### src/rtl/cfr_pkg.sv
// Shared types, codes and the CRC-8 byte update for the command frame receiver.
// Used by cfr_frame_tracker and command_frame_receiver_core; no dependencies.
package cfr_pkg;

  localparam logic [7:0] START_MARK = 8'h7E;
  localparam logic [7:0] CRC_POLY   = 8'hD5;
  localparam logic [7:0] COUNT_MAX  = 8'hFF;

  // Frame byte offsets
  localparam logic [7:0] POS_START = 8'd0;
  localparam logic [7:0] POS_TYPE  = 8'd2;
  localparam logic [7:0] POS_BODY0 = 8'd3;
  localparam logic [7:0] POS_BODY1 = 8'd4;
  localparam logic [7:0] POS_BODY2 = 8'd5;
  localparam logic [7:0] POS_BODY3 = 8'd6;

  // Message type codes
  localparam logic [7:0] MSG_TEAM_ID   = 8'd0;
  localparam logic [7:0] MSG_TELEM_ON  = 8'd1;
  localparam logic [7:0] MSG_TELEM_OFF = 8'd2;
  localparam logic [7:0] MSG_RELEASE   = 8'd3;
  localparam logic [7:0] MSG_CALIBRATE = 8'd4;
  localparam logic [7:0] MSG_FILTER    = 8'd5;
  localparam logic [7:0] MSG_MISSION   = 8'd6;
  localparam logic [7:0] MSG_CONTAINER = 8'd253;
  localparam logic [7:0] MSG_STATION1  = 8'd254;
  localparam logic [7:0] MSG_STATION2  = 8'd255;

  typedef enum logic [1:0] {
    ST_OK        = 2'd0,
    ST_BAD_START = 2'd1,
    ST_CRC_ERR   = 2'd2
  } status_t;

  typedef enum logic [1:0] {
    ACT_NONE      = 2'd0,
    ACT_CALIBRATE = 2'd1,
    ACT_FILTER    = 2'd2
  } action_t;

  // Frame summary: captured fields with the current byte folded in; CRC and prior byte exclude it
  typedef struct packed {
    logic [7:0]  first_byte;
    logic [7:0]  type_byte;
    logic [31:0] body_word;
    logic [7:0]  prior_byte;
    logic [7:0]  crc;
  } frame_info_t;

  // CRC-8, MSB first, one byte per call
  function automatic logic [7:0] crc8_update(input logic [7:0] crc, input logic [7:0] b);
    logic [7:0] c;
    c = crc ^ b;
    for (int i = 0; i < 8; i++) begin
      if (c[7]) begin
        c = {c[6:0], 1'b0} ^ CRC_POLY;
      end else begin
        c = {c[6:0], 1'b0};
      end
    end
    return c;
  endfunction

endpackage

### src/rtl/cfr_frame_tracker.sv
// Per-frame state: byte position, running CRC, start/type/body capture.
// Depends on cfr_pkg.
module cfr_frame_tracker import cfr_pkg::*; (
  input  logic        clk,
  input  logic        rst_n,
  input  logic        step_en,
  input  logic [7:0]  data_byte,
  input  logic        last_byte,
  output frame_info_t info
);

  logic [7:0]  byte_count_r, byte_count_nxt;
  logic [7:0]  crc_r, crc_nxt;
  logic [7:0]  prior_r, prior_nxt;
  logic [7:0]  first_r, first_nxt;
  logic [7:0]  type_r, type_nxt;
  logic [31:0] body_r, body_nxt;
  logic [7:0]  first_cap, type_cap;
  logic [31:0] body_cap;

  // Fold the current byte into the captured fields
  always_comb begin
    first_cap = first_r;
    type_cap  = type_r;
    body_cap  = body_r;
    if (byte_count_r == POS_START) begin
      first_cap = data_byte;
    end
    if (byte_count_r == POS_TYPE) begin
      type_cap = data_byte;
    end
    if (byte_count_r == POS_BODY0) begin
      body_cap[7:0] = data_byte;
    end
    if (byte_count_r == POS_BODY1) begin
      body_cap[15:8] = data_byte;
    end
    if (byte_count_r == POS_BODY2) begin
      body_cap[23:16] = data_byte;
    end
    if (byte_count_r == POS_BODY3) begin
      body_cap[31:24] = data_byte;
    end
  end

  assign info = '{first_byte: first_cap, type_byte: type_cap, body_word: body_cap,
                  prior_byte: prior_r, crc: crc_r};

  // Advance on any byte but the last, clear after the last byte
  always_comb begin
    byte_count_nxt = byte_count_r;
    crc_nxt        = crc_r;
    prior_nxt      = prior_r;
    first_nxt      = first_r;
    type_nxt       = type_r;
    body_nxt       = body_r;
    if (step_en) begin
      if (last_byte) begin
        byte_count_nxt = '0;
        crc_nxt        = '0;
        prior_nxt      = '0;
        first_nxt      = '0;
        type_nxt       = '0;
        body_nxt       = '0;
      end else begin
        crc_nxt   = crc8_update(crc_r, data_byte);
        prior_nxt = data_byte;
        first_nxt = first_cap;
        type_nxt  = type_cap;
        body_nxt  = body_cap;
        if (byte_count_r != COUNT_MAX) begin
          byte_count_nxt = byte_count_r + 8'd1;
        end
      end
    end
  end

  always_ff @(posedge clk) begin
    if (!rst_n) begin
      byte_count_r <= '0;
      crc_r        <= '0;
      prior_r      <= '0;
      first_r      <= '0;
      type_r       <= '0;
      body_r       <= '0;
    end else begin
      byte_count_r <= byte_count_nxt;
      crc_r        <= crc_nxt;
      prior_r      <= prior_nxt;
      first_r      <= first_nxt;
      type_r       <= type_nxt;
      body_r       <= body_nxt;
    end
  end

endmodule

### src/rtl/command_frame_receiver_core.sv
// Top level of the command frame receiver: input register, dispatch, result register.
// Depends on cfr_pkg and cfr_frame_tracker.
//
// Takes one frame byte per request and returns one result request on each byte
// marked last: the frame status (start byte 0x7E, then CRC-8 poly 0xD5 over all
// but the last byte), the type byte, an action code and every held field after
// the frame. A byte is accepted every cycle unless a last byte is waiting in the
// input register for the result register; a byte passes through one input
// register and one result register, the latter loading as the last byte leaves
// the input register. A full result register that is not being taken holds back
// only a last byte; other bytes keep flowing into the frame state.
module command_frame_receiver_core import cfr_pkg::*; (
  input  logic               clk,
  input  logic               rst_n,
  input  logic               in_valid,
  output logic               in_ready,
  input  logic [7:0]         in_data_byte,
  input  logic               in_last_byte,
  output logic               out_valid,
  input  logic               out_ready,
  output logic [1:0]         out_status,
  output logic [7:0]         out_message_type,
  output logic [1:0]         out_action,
  output logic [31:0]        out_team_id,
  output logic               out_telemetry_enabled,
  output logic [31:0]        out_filter_settings,
  output logic [31:0]        out_mission_clock,
  output logic [31:0]        out_container_pressure,
  output logic [7:0]         out_limit_switch,
  output logic signed [15:0] out_station1_temp,
  output logic signed [15:0] out_station2_temp
);

  logic        s_valid_r;
  logic [7:0]  s_byte_r;
  logic        s_last_r;
  logic        s_advance, s_fire, frame_end;
  frame_info_t info;

  logic [31:0] team_r, team_nxt;
  logic        telem_r, telem_nxt;
  logic [31:0] filter_r, filter_nxt;
  logic [31:0] mission_r, mission_nxt;
  logic [31:0] press_r, press_nxt;
  logic [7:0]  limit_r, limit_nxt;
  logic [15:0] st1_r, st1_nxt;
  logic [15:0] st2_r, st2_nxt;
  status_t     status;
  action_t     action;

  logic        out_valid_r;
  status_t     out_status_r;
  logic [7:0]  out_type_r;
  action_t     out_action_r;

  // Stage moves unless it holds a last byte and the result slot is blocked
  assign s_advance = !s_last_r || !out_valid_r || out_ready;
  assign s_fire    = s_valid_r && s_advance;
  assign frame_end = s_fire && s_last_r;
  assign in_ready  = !s_valid_r || s_advance;

  // Hold the input request
  always_ff @(posedge clk) begin
    if (!rst_n) begin
      s_valid_r <= 1'b0;
    end else if (in_ready) begin
      s_valid_r <= in_valid;
    end
  end

  always_ff @(posedge clk) begin
    if (in_ready && in_valid) begin
      s_byte_r <= in_data_byte;
      s_last_r <= in_last_byte;
    end
  end

  cfr_frame_tracker u_tracker (
    .clk       (clk),
    .rst_n     (rst_n),
    .step_en   (s_fire),
    .data_byte (s_byte_r),
    .last_byte (s_last_r),
    .info      (info)
  );

  // Check the frame and dispatch on its type
  always_comb begin
    team_nxt    = team_r;
    telem_nxt   = telem_r;
    filter_nxt  = filter_r;
    mission_nxt = mission_r;
    press_nxt   = press_r;
    limit_nxt   = limit_r;
    st1_nxt     = st1_r;
    st2_nxt     = st2_r;
    action      = ACT_NONE;
    priority if (info.first_byte != START_MARK) begin
      status = ST_BAD_START;
    end else if (info.crc != s_byte_r) begin
      status = ST_CRC_ERR;
    end else begin
      status = ST_OK;
    end
    if (frame_end && status == ST_OK) begin
      unique case (info.type_byte)
        MSG_TEAM_ID:   team_nxt = info.body_word;
        MSG_TELEM_ON:  telem_nxt = 1'b1;
        MSG_TELEM_OFF: telem_nxt = 1'b0;
        MSG_RELEASE:   ;
        MSG_CALIBRATE: action = ACT_CALIBRATE;
        MSG_FILTER: begin
          filter_nxt = info.body_word;
          action     = ACT_FILTER;
        end
        MSG_MISSION:   mission_nxt = info.body_word;
        MSG_CONTAINER: begin
          press_nxt = info.body_word;
          limit_nxt = info.prior_byte;
        end
        MSG_STATION1:  st1_nxt = info.body_word[15:0];
        MSG_STATION2:  st2_nxt = info.body_word[15:0];
        default:       ;
      endcase
    end
  end

  // Update held fields
  always_ff @(posedge clk) begin
    if (!rst_n) begin
      team_r    <= '0;
      telem_r   <= 1'b0;
      filter_r  <= '0;
      mission_r <= '0;
      press_r   <= '0;
      limit_r   <= '0;
      st1_r     <= '0;
      st2_r     <= '0;
    end else begin
      team_r    <= team_nxt;
      telem_r   <= telem_nxt;
      filter_r  <= filter_nxt;
      mission_r <= mission_nxt;
      press_r   <= press_nxt;
      limit_r   <= limit_nxt;
      st1_r     <= st1_nxt;
      st2_r     <= st2_nxt;
    end
  end

  // Load the result register at frame end, drop it once taken
  always_ff @(posedge clk) begin
    if (!rst_n) begin
      out_valid_r <= 1'b0;
    end else if (frame_end) begin
      out_valid_r <= 1'b1;
    end else if (out_ready) begin
      out_valid_r <= 1'b0;
    end
  end

  always_ff @(posedge clk) begin
    if (frame_end) begin
      out_status_r <= status;
      out_type_r   <= info.type_byte;
      out_action_r <= action;
    end
  end

  // Held fields only change at frame end, so the live registers are the result
  assign out_valid              = out_valid_r;
  assign out_status             = out_status_r;
  assign out_message_type       = out_type_r;
  assign out_action             = out_action_r;
  assign out_team_id            = team_r;
  assign out_telemetry_enabled  = telem_r;
  assign out_filter_settings    = filter_r;
  assign out_mission_clock      = mission_r;
  assign out_container_pressure = press_r;
  assign out_limit_switch       = limit_r;
  assign out_station1_temp      = $signed(st1_r);
  assign out_station2_temp      = $signed(st2_r);

endmodule

### config.mk
export PLATFORM = sky130hd
export DESIGN_NAME = command_frame_receiver_core
export DESIGN_NICKNAME = d
export VERILOG_FILES = /design/src/rtl/cfr_pkg.sv /design/src/rtl/cfr_frame_tracker.sv /design/src/rtl/command_frame_receiver_core.sv
export SDC_FILE = /design/constraint.sdc
export NUM_CORES = 1
export LEC_CHECK = 0
export ABC_AREA = 1
export BUFFER_PORTS_ARGS = -buffer_cell sky130_fd_sc_hd__buf_2
export CELL_PAD_IN_SITES_DETAIL_PLACEMENT = 0
export CELL_PAD_IN_SITES_GLOBAL_PLACEMENT = 1
export CORE_MARGIN = 3
export CORE_UTILIZATION = 43
export CTS_CLUSTER_SIZE = 10
export DETAILED_ROUTE_END_ITERATION = 6
export PLACE_DENSITY_LB_ADDON = 0.12
export SETUP_SLACK_MARGIN = 0.2
export SYNTH_ARGS = -nofsm -noshare
export SYNTH_HDL_FRONTEND = slang
export SYNTH_SLANG_ARGS = --single-unit
### constraint.sdc
create_clock -name clk -period 7.9 [get_ports clk]
set_input_delay 0.79 -clock clk [delete_from_list [all_inputs] [get_ports clk]]
set_output_delay 0.79 -clock clk [all_outputs]
set_load 0.005 [all_outputs]
==> results of run 1 <==
-- worst min path at each step --
stage | cells past startpoint | from | to | slack, ns
finish | 1 | in_data_byte[2] | s_byte_r[2]$_DFFE_PP_ | 0.41
global route | 1 | in_data_byte[3] | s_byte_r[3]$_DFFE_PP_ | 0.39
CTS | 1 | in_data_byte[2] | s_byte_r[2]$_DFFE_PP_ | 0.40
detailed placement | 2 | u_tracker.body_r[26]$_SDFFE_PN0N_ | u_tracker.body_r[26]$_SDFFE_PN0N_ | 0.45
global placement | 2 | out_team_id[11]$_SDFFE_PN0P_ | out_team_id[11]$_SDFFE_PN0P_ | 0.44
floorplan | 2 | u_tracker.first_r[6]$_SDFFE_PN0N_ | u_tracker.first_r[6]$_SDFFE_PN0N_ | 0.44
-- stage by stage --
step	util (%)	cell area (µm²)	setup slack (ns)	power, mW	hold WS (ns)
global placement	48.82	12050	3.635	1.654	0.4437
global route	52.11	12860	3.476	2.962	0.3946
finish	52.11	12860	3.875	2.837	0.4146
floorplan	-	10970	5.306	1.598	0.4419
detailed placement	48.82	12050	3.579	1.657	0.4524
CTS	52.11	12860	3.864	2.864	0.3987
-- cells by family after synthesis --
group / synth area share [%]
compound gates: 9.858
xor+xnor: 0.7188
fa+ha+maj: 0.5705
buf+inv: 6.845
flops: 50.11
simple gates: 31.90
-- sequential cells by signal, summed over array words and instances, names as in the netlist, 2 cells and up --
register,cells
u_tracker.body_r,32
u_tracker.type_r,8
out_mission_clock,32
u_tracker.byte_count_r,8
s_byte_r,8
out_status,2
out_team_id,32
out_limit_switch,8
u_tracker.prior_r,8
out_action,2
out_filter_settings,32
out_station2_temp,16
u_tracker.crc_r,8
out_container_pressure,32
out_station1_temp,16
u_tracker.first_r,8
out_message_type,8
-- layout make-up --
type	count	area, µm²	share of cell area [%]
clock buffers	41	813.3	6.324
inverters	92	345.3	2.685
multi-input cells	1077	4740	36.86
flip-flops and latches	264	5495	42.73
well taps	324	405.4	3.152
repair buffers	206	1061	8.251
-- power groups by stage --
stage	registers [mW]	clock network (mW)	logic, mW
final	1.37	1.21	0.257
after global routing	1.37	1.29	0.295
after CTS	1.37	1.23	0.257
after detailed placement	1.40	0	0.255
after global placement	1.40	0	0.252
after floorplan	1.40	0	0.201
-- routing by layer --
| metal | vias to the layer above | global-route usage, % | wire [µm] |
|---|---|---|---|
| met3 | 52 | 2.979 | 1353 |
| met5 | - | 0 | 0 |
| met4 | 0 | 6.908 | 906 |
| met1 | 4536 | 29.92 | 14320 |
| li1 | 5113 | - | - |
| met2 | 226 | 38.79 | 15330 |
-- Yosys cell counts --
library cell / number / share of area, %
a31oi_1: 1 / 0.057
o21ai_0: 118 / 5.4
nand4_1: 2 / 0.11
xnor2_1: 3 / 0.24
nor2_4: 4 / 0.41
nor3_1: 5 / 0.23
o21ai_2: 2 / 0.16
nor2_2: 3 / 0.17
and2_1: 1 / 0.057
edfxtp_1: 21 / 5.8
o21a_1: 1 / 0.068
inv_1: 83 / 2.8
buf_1: 11 / 0.38
nand4_4: 1 / 0.19
nand4_2: 1 / 0.11
nor3_4: 2 / 0.30
a311oi_1: 1 / 0.080
nand2_2: 1 / 0.057
a21oi_2: 2 / 0.16
nand3b_1: 1 / 0.068
nor3_2: 3 / 0.27
nand2_1: 343 / 12
nor3b_1: 1 / 0.068
inv_2: 9 / 0.31
dfxtp_1: 243 / 44
buf_2: 15 / 0.68
buf_6: 6 / 0.62
a211oi_1: 3 / 0.21
or2_2: 5 / 0.29
clkbuf_1: 49 / 1.7
xor2_1: 6 / 0.48
a21oi_1: 73 / 3.3
nor2_1: 362 / 12
buf_4: 5 / 0.34
ha_1: 5 / 0.57
o21ai_1: 9 / 0.41
nor4_1: 3 / 0.17
nand3_1: 114 / 5.2
nor2b_1: 1 / 0.057
-- worst max-delay path, stage by stage (launching register included) --
cell     delay [ns]
dfxtp_1        0.36
inv_1          0.12
ha_1           0.18
nand2_1        0.16
nor2_4         0.36
nand2_1        0.08
o21ai_1        0.34
inv_1          0.14
nor2_2         0.48
buf_4          0.39
nand3_1        0.12
buf_4          0.28
inv_2          0.62
o21ai_0        0.19
nor2_1         0.12
==> metrics, run 1 <==
outcome=complete, no violations; measured slew at the worst slew-check pin=0.9900 ns; HPWL Detailed=21550 µm; share of layout cells above drive strength 1=16.31%; Die Width=165.7 µm; Resize count post-CTS=0; switching part of the total=24.56%; area growth from synthesis to layout=17.26%; 1st-pass router iterations=4; Tot GR Track Use=22.64%; worst r2r src=u_tracker.byte_count_r[0]$_SDFFE_PN0P_; die area=0.02746 mm²; Combinational Power Share=9.1%; Final Skew=0.01541 ns; origin of the worst setup path=u_tracker.byte_count_r[0]$_SDFFE_PN0P_; crit path capture=out_limit_switch[3]$_SDFFE_PN0P_; Net Sw Power=0.6967 mW; Final TNS setup=0 ns; RSZ-0062 raised after global routing=false; Min Clock Period, post-route=4.025 ns; Worst-path clk slew=0.06 ns; LEAKAGE=5.935 nW; Via density=4.954; Remaining DRCs=0; CTS tree=yes; dpl cells=1963; startpoint types=flip-flop; H-tree Lvls=1; CTS Hold Bufs=0; most frequent cells in the layout=361 x nor2_1, 342 x nand2_1, 243 x dfxtp_1; fin crit share=50.95%; Worst VDD drop=0.0001768 V; R2R Path End=out_limit_switch[3]$_SDFFE_PN0P_; clock sinks=264; r2r setup slk=3.87 ns; Initial Utilization=44.44%; required time of the critical path=8.38 ns; CTS buffer count=30; Max-Cap Viols=0; synthesis warning total=0; Via Count=9927; worst-skew pair later-pin latency=0.55 ns; Seq pwr share=48.4%; Clock Path Buffers=3; Pint=2.140 mW; core box area=0.02468 mm²; # rows=57; reg2reg path depth=14; Non-Filler Instances=2004; relative slew slack=33.75%; largest net degree at the start of global routing=97; antenna viol nets, final=0; die height=165.7 µm; Hold Crit Class=in -> reg; PortBufs=195; CP max FO=41; syn_nets=1537; CP Capture Type=flip-flop; initial drt markers=713; Final Hold Violating Endpoints=0; number of inserted diodes=0; DRT Wirelength=31900 µm; Final nets=1689; GP Congestion=0.8558; Pins Over Slew Limit=0; Crit Path Class=reg -> reg; number of post-CTS setup repair buffers=0; first-pass GRT wire length=51210 µm; antenna violations before repair=0; total overflow reported by the global router=0; Mapped Cells=1519; Synth cell types=39; Worst EP arrival=4.50 ns; endpoints failing setup=0; Syn Area/Cell=7.220 µm²; vias in the first global route=9147; Yosys reg bits=264; Fmax=248.4 MHz; Top Ports=196; mapped cell area=0.01097 mm²; Fill cells=2500; WL per Instance=15.92 µm; Clock Root Buffer=clkbuf_16; sequential fraction of the synthesis area=50.11%; PD cells=220.6 mW/mm²; Clock Power Share=42.5%; most common library cell in the layout ignoring fill and taps=nor2_1
No activity file was read; power rests on OpenSTA's default activity.
==> run 2: changes to the inputs <==
ABC_AREA = 0   (was 1)
clock period = 4.1 ns   (was 7.9 ns; I/O delays follow)
==> run 2 against run 1 <==
Net effect:
- die area is 1.5% lower
- sequential power is 93% higher
- clock power is 100% higher
- critical endpoint is now out_container_pressure[30]$_SDFFE_PN0P_
==> metrics, run 2 <==
syn_nets=1084 (-29%); Final Hold Violating Endpoints=0 (unchanged); sequential fraction of the synthesis area=50.87% (+0.77 points); LEAKAGE=6.300 nW (+6.2%); Max-Cap Viols=0 (unchanged); largest net degree at the start of global routing=123 (+27%); top-count cell post-synth=nand2_1; Resize count post-CTS=0 (unchanged); CTS tree=yes; DRT Wirelength=28440 µm (-11%); Remaining DRCs=0 (unchanged); synthesis warning total=0 (unchanged); most area-hungry cell type in the Yosys netlist=dfxtp_1; CP Capture Type=flip-flop; Pins Over Slew Limit=0 (unchanged); relative slew slack=43.27% (+9.5 points); H-tree Lvls=1 (unchanged); GP Congestion=0.7814 (-8.7%); worst-skew pair later-pin latency=0.56 ns (about the same); overall power=5.380 mW (+90%); Clock Path Buffers=3 (unchanged); WL per Instance=18.07 µm (+13%); Syn Area/Cell=10.13 µm² (+40%); cell family with most CP delay=flip-flops; Hold Crit Class=in -> reg; measured slew at the worst slew-check pin=0.8509 ns (-0.1392 ns); initial drt markers=516 (-28%); die area=0.02706 mm² (-1.5%); Worst-path clk slew=0.05 ns (about the same); Crit Path Class=reg -> reg; outcome=complete, no violations; Synth cell types=55 (+41%); post-synthesis async set-or-reset flop share=0% (unchanged); area share of the largest cell type after synthesis=45.04% (+0.68 points); crit-path max cell delay=0.64 ns (+0.02 ns); number of inserted diodes=0 (unchanged); largest cells by area after synthesis=dfxtp_1 45%, mux2i_1 16%, nand2_1 8.5%, edfxtp_1 5.8%, nor2b_1 3.5%; CP Buf/Inv Count=2 (-3); antenna violations before repair=0 (unchanged); PortBufs=195 (unchanged); Synth Flop Type=dfxtp_1; Worst EP arrival=3.38 ns (-1.12 ns); Tot GR Track Use=20.68% (-2.0 points); CTS buffer count=31 (+3.3%); CTS Hold Bufs=0 (unchanged); Via Count=8059 (-19%); RSZ-0062 raised after global routing=false; HPWL Detailed=18810 µm (-13%); 1st-pass router iterations=5 (+1); r2r setup slk=1.15 ns (-2.72 ns); most common library cell in the layout ignoring fill and taps=nand2_1; Initial Utilization=44.03% (-0.41 points); CP Cell Sequence=xnor2_1 > ha_1 > nand2_1 > a2111oi_4 > buf_4 > nand3_4 > buf_12 > mux2i_1; Yosys reg bits=264 (unchanged); Via density=5.120 (+3.4%); clock sinks=264 (unchanged); Fmax=339.2 MHz (+37%); startpoint types=flip-flop; critical path's slowest cell=edfxtp_1; Top Ports=196 (unchanged); synth cell count leaders=244 x nand2_1, 243 x dfxtp_1, 169 x mux2i_1; EDFF count, synth=21 (unchanged); first-pass GRT wire length=44760 µm (-13%); share of layout cells above drive strength 1=21.92% (+5.6 points); Final Skew=0.01928 ns (+0.003870 ns); number of post-CTS setup repair buffers=0 (unchanged); vias in the first global route=7958 (-13%); Min Clock Period, post-route=2.948 ns (-1.077 ns); Mapped Cells=1066 (-30%); antenna viol nets, final=0 (unchanged); Worst VDD drop=0.0003270 V (+85%); fin crit share=71.90% (+21 points); Clock Root Buffer=clkbuf_16; endpoints failing setup=0 (unchanged); Final TNS setup=0 ns (unchanged); Fill cells=2314 (-7.4%); area growth from synthesis to layout=20.04%; mapped cell area=0.01080 mm² (-1.5%); Hold Slack=0.02903 ns (-0.3856 ns); # rows=57 (unchanged); die height=164.5 µm (-0.73%); Die Width=164.5 µm (-0.73%); most frequent cells in the layout=244 x nand2_1, 243 x dfxtp_1, 194 x buf_2; total overflow reported by the global router=0 (unchanged); Final nets=1259 (-25%); CP max FO=25 (-39%); required time of the critical path=4.53 ns (-3.85 ns); core box area=0.02453 mm² (-0.58%); PD cells=414.9 mW/mm² (+88%)
==> run 2: cell types whose count changed after synthesis, sizes merged, moves of 59 or more <==
| cell | before | now |
|---|---|---|
| a21oi | 75 | 4 |
| nor2b | 1 | 60 |
| inv | 92 | 9 |
| o21ai | 129 | 8 |
| mux2i | 0 | 169 |
| nand2 | 344 | 244 |
| nor2 | 369 | 12 |
| nand3 | 114 | 15 |
==> run 2: where the power goes <==
part | switching (mW) | internal (mW)
clock | 1.01 | 1.45
sequential | 0.0299 | 2.62
combinational | 0.164 | 0.101
==> run 2: cell families after synthesis <==
kind of cell,count (synthesis),synth area share (%)
buf+inv,81,3.023
compound gates,94,6.475
flops,264,50.87
xor+xnor,29,2.352
simple gates,387,17.18
fa+ha+maj,5,0.5792
mux,206,19.52
==> run 2: per-layer routing <==
| metal | routed length (µm) | global-route usage [%] | vias to the layer above | share of wire (%) |
|---|---|---|---|---|
| li1 | - | - | 4002 | - |
| met1 | 13200 | 28.64 | 3838 | 46 |
| met2 | 13290 | 33.84 | 183 | 47 |
| met3 | 1349 | 3.436 | 36 | 4.7 |
| met4 | 603 | 5.071 | 0 | 2.1 |
| met5 | 0 | 0 | - | 0 |
==> run 2: layout make-up <==
type                            count  area [µm²]  share of cell area (%)
Sequential cell                   264        5495                   42.38
Timing Repair Buffer              214        1137                   8.772
Inverter                            9       33.78                  0.2605
Clock buffer                       39       825.8                   6.369
Multi-Input combinational cell    721        5014                   38.67
Tap cell                          324       405.4                   3.127
Clock inverter                      3       55.05                  0.4246
==> run 2: stage by stage <==
stage               utilization, %  setup slack (ns)  cell area (µm²)  cells
global route                 52.85            0.9859            12970   1574
CTS                          52.85             1.144            12970   1574
finish                       52.85             1.152            12970   1574
detailed placement           49.26             1.156            12090   1532
global placement             49.26             1.190            12090   1532
floorplan                        -             1.546            10800   1066
==> run 2: worst paths after layout <==
path,from,endpoint,cells past startpoint
max,s_byte_r[7]$_DFFE_PP_,out_container_pressure[30]$_SDFFE_PN0P_,8
min,in_last_byte,s_last_r$_DFFE_PP_,1
max reg2reg,s_byte_r[7]$_DFFE_PP_,out_container_pressure[30]$_SDFFE_PN0P_,8
min reg2reg,out_mission_clock[15]$_SDFFE_PN0P_,out_mission_clock[15]$_SDFFE_PN0P_,2
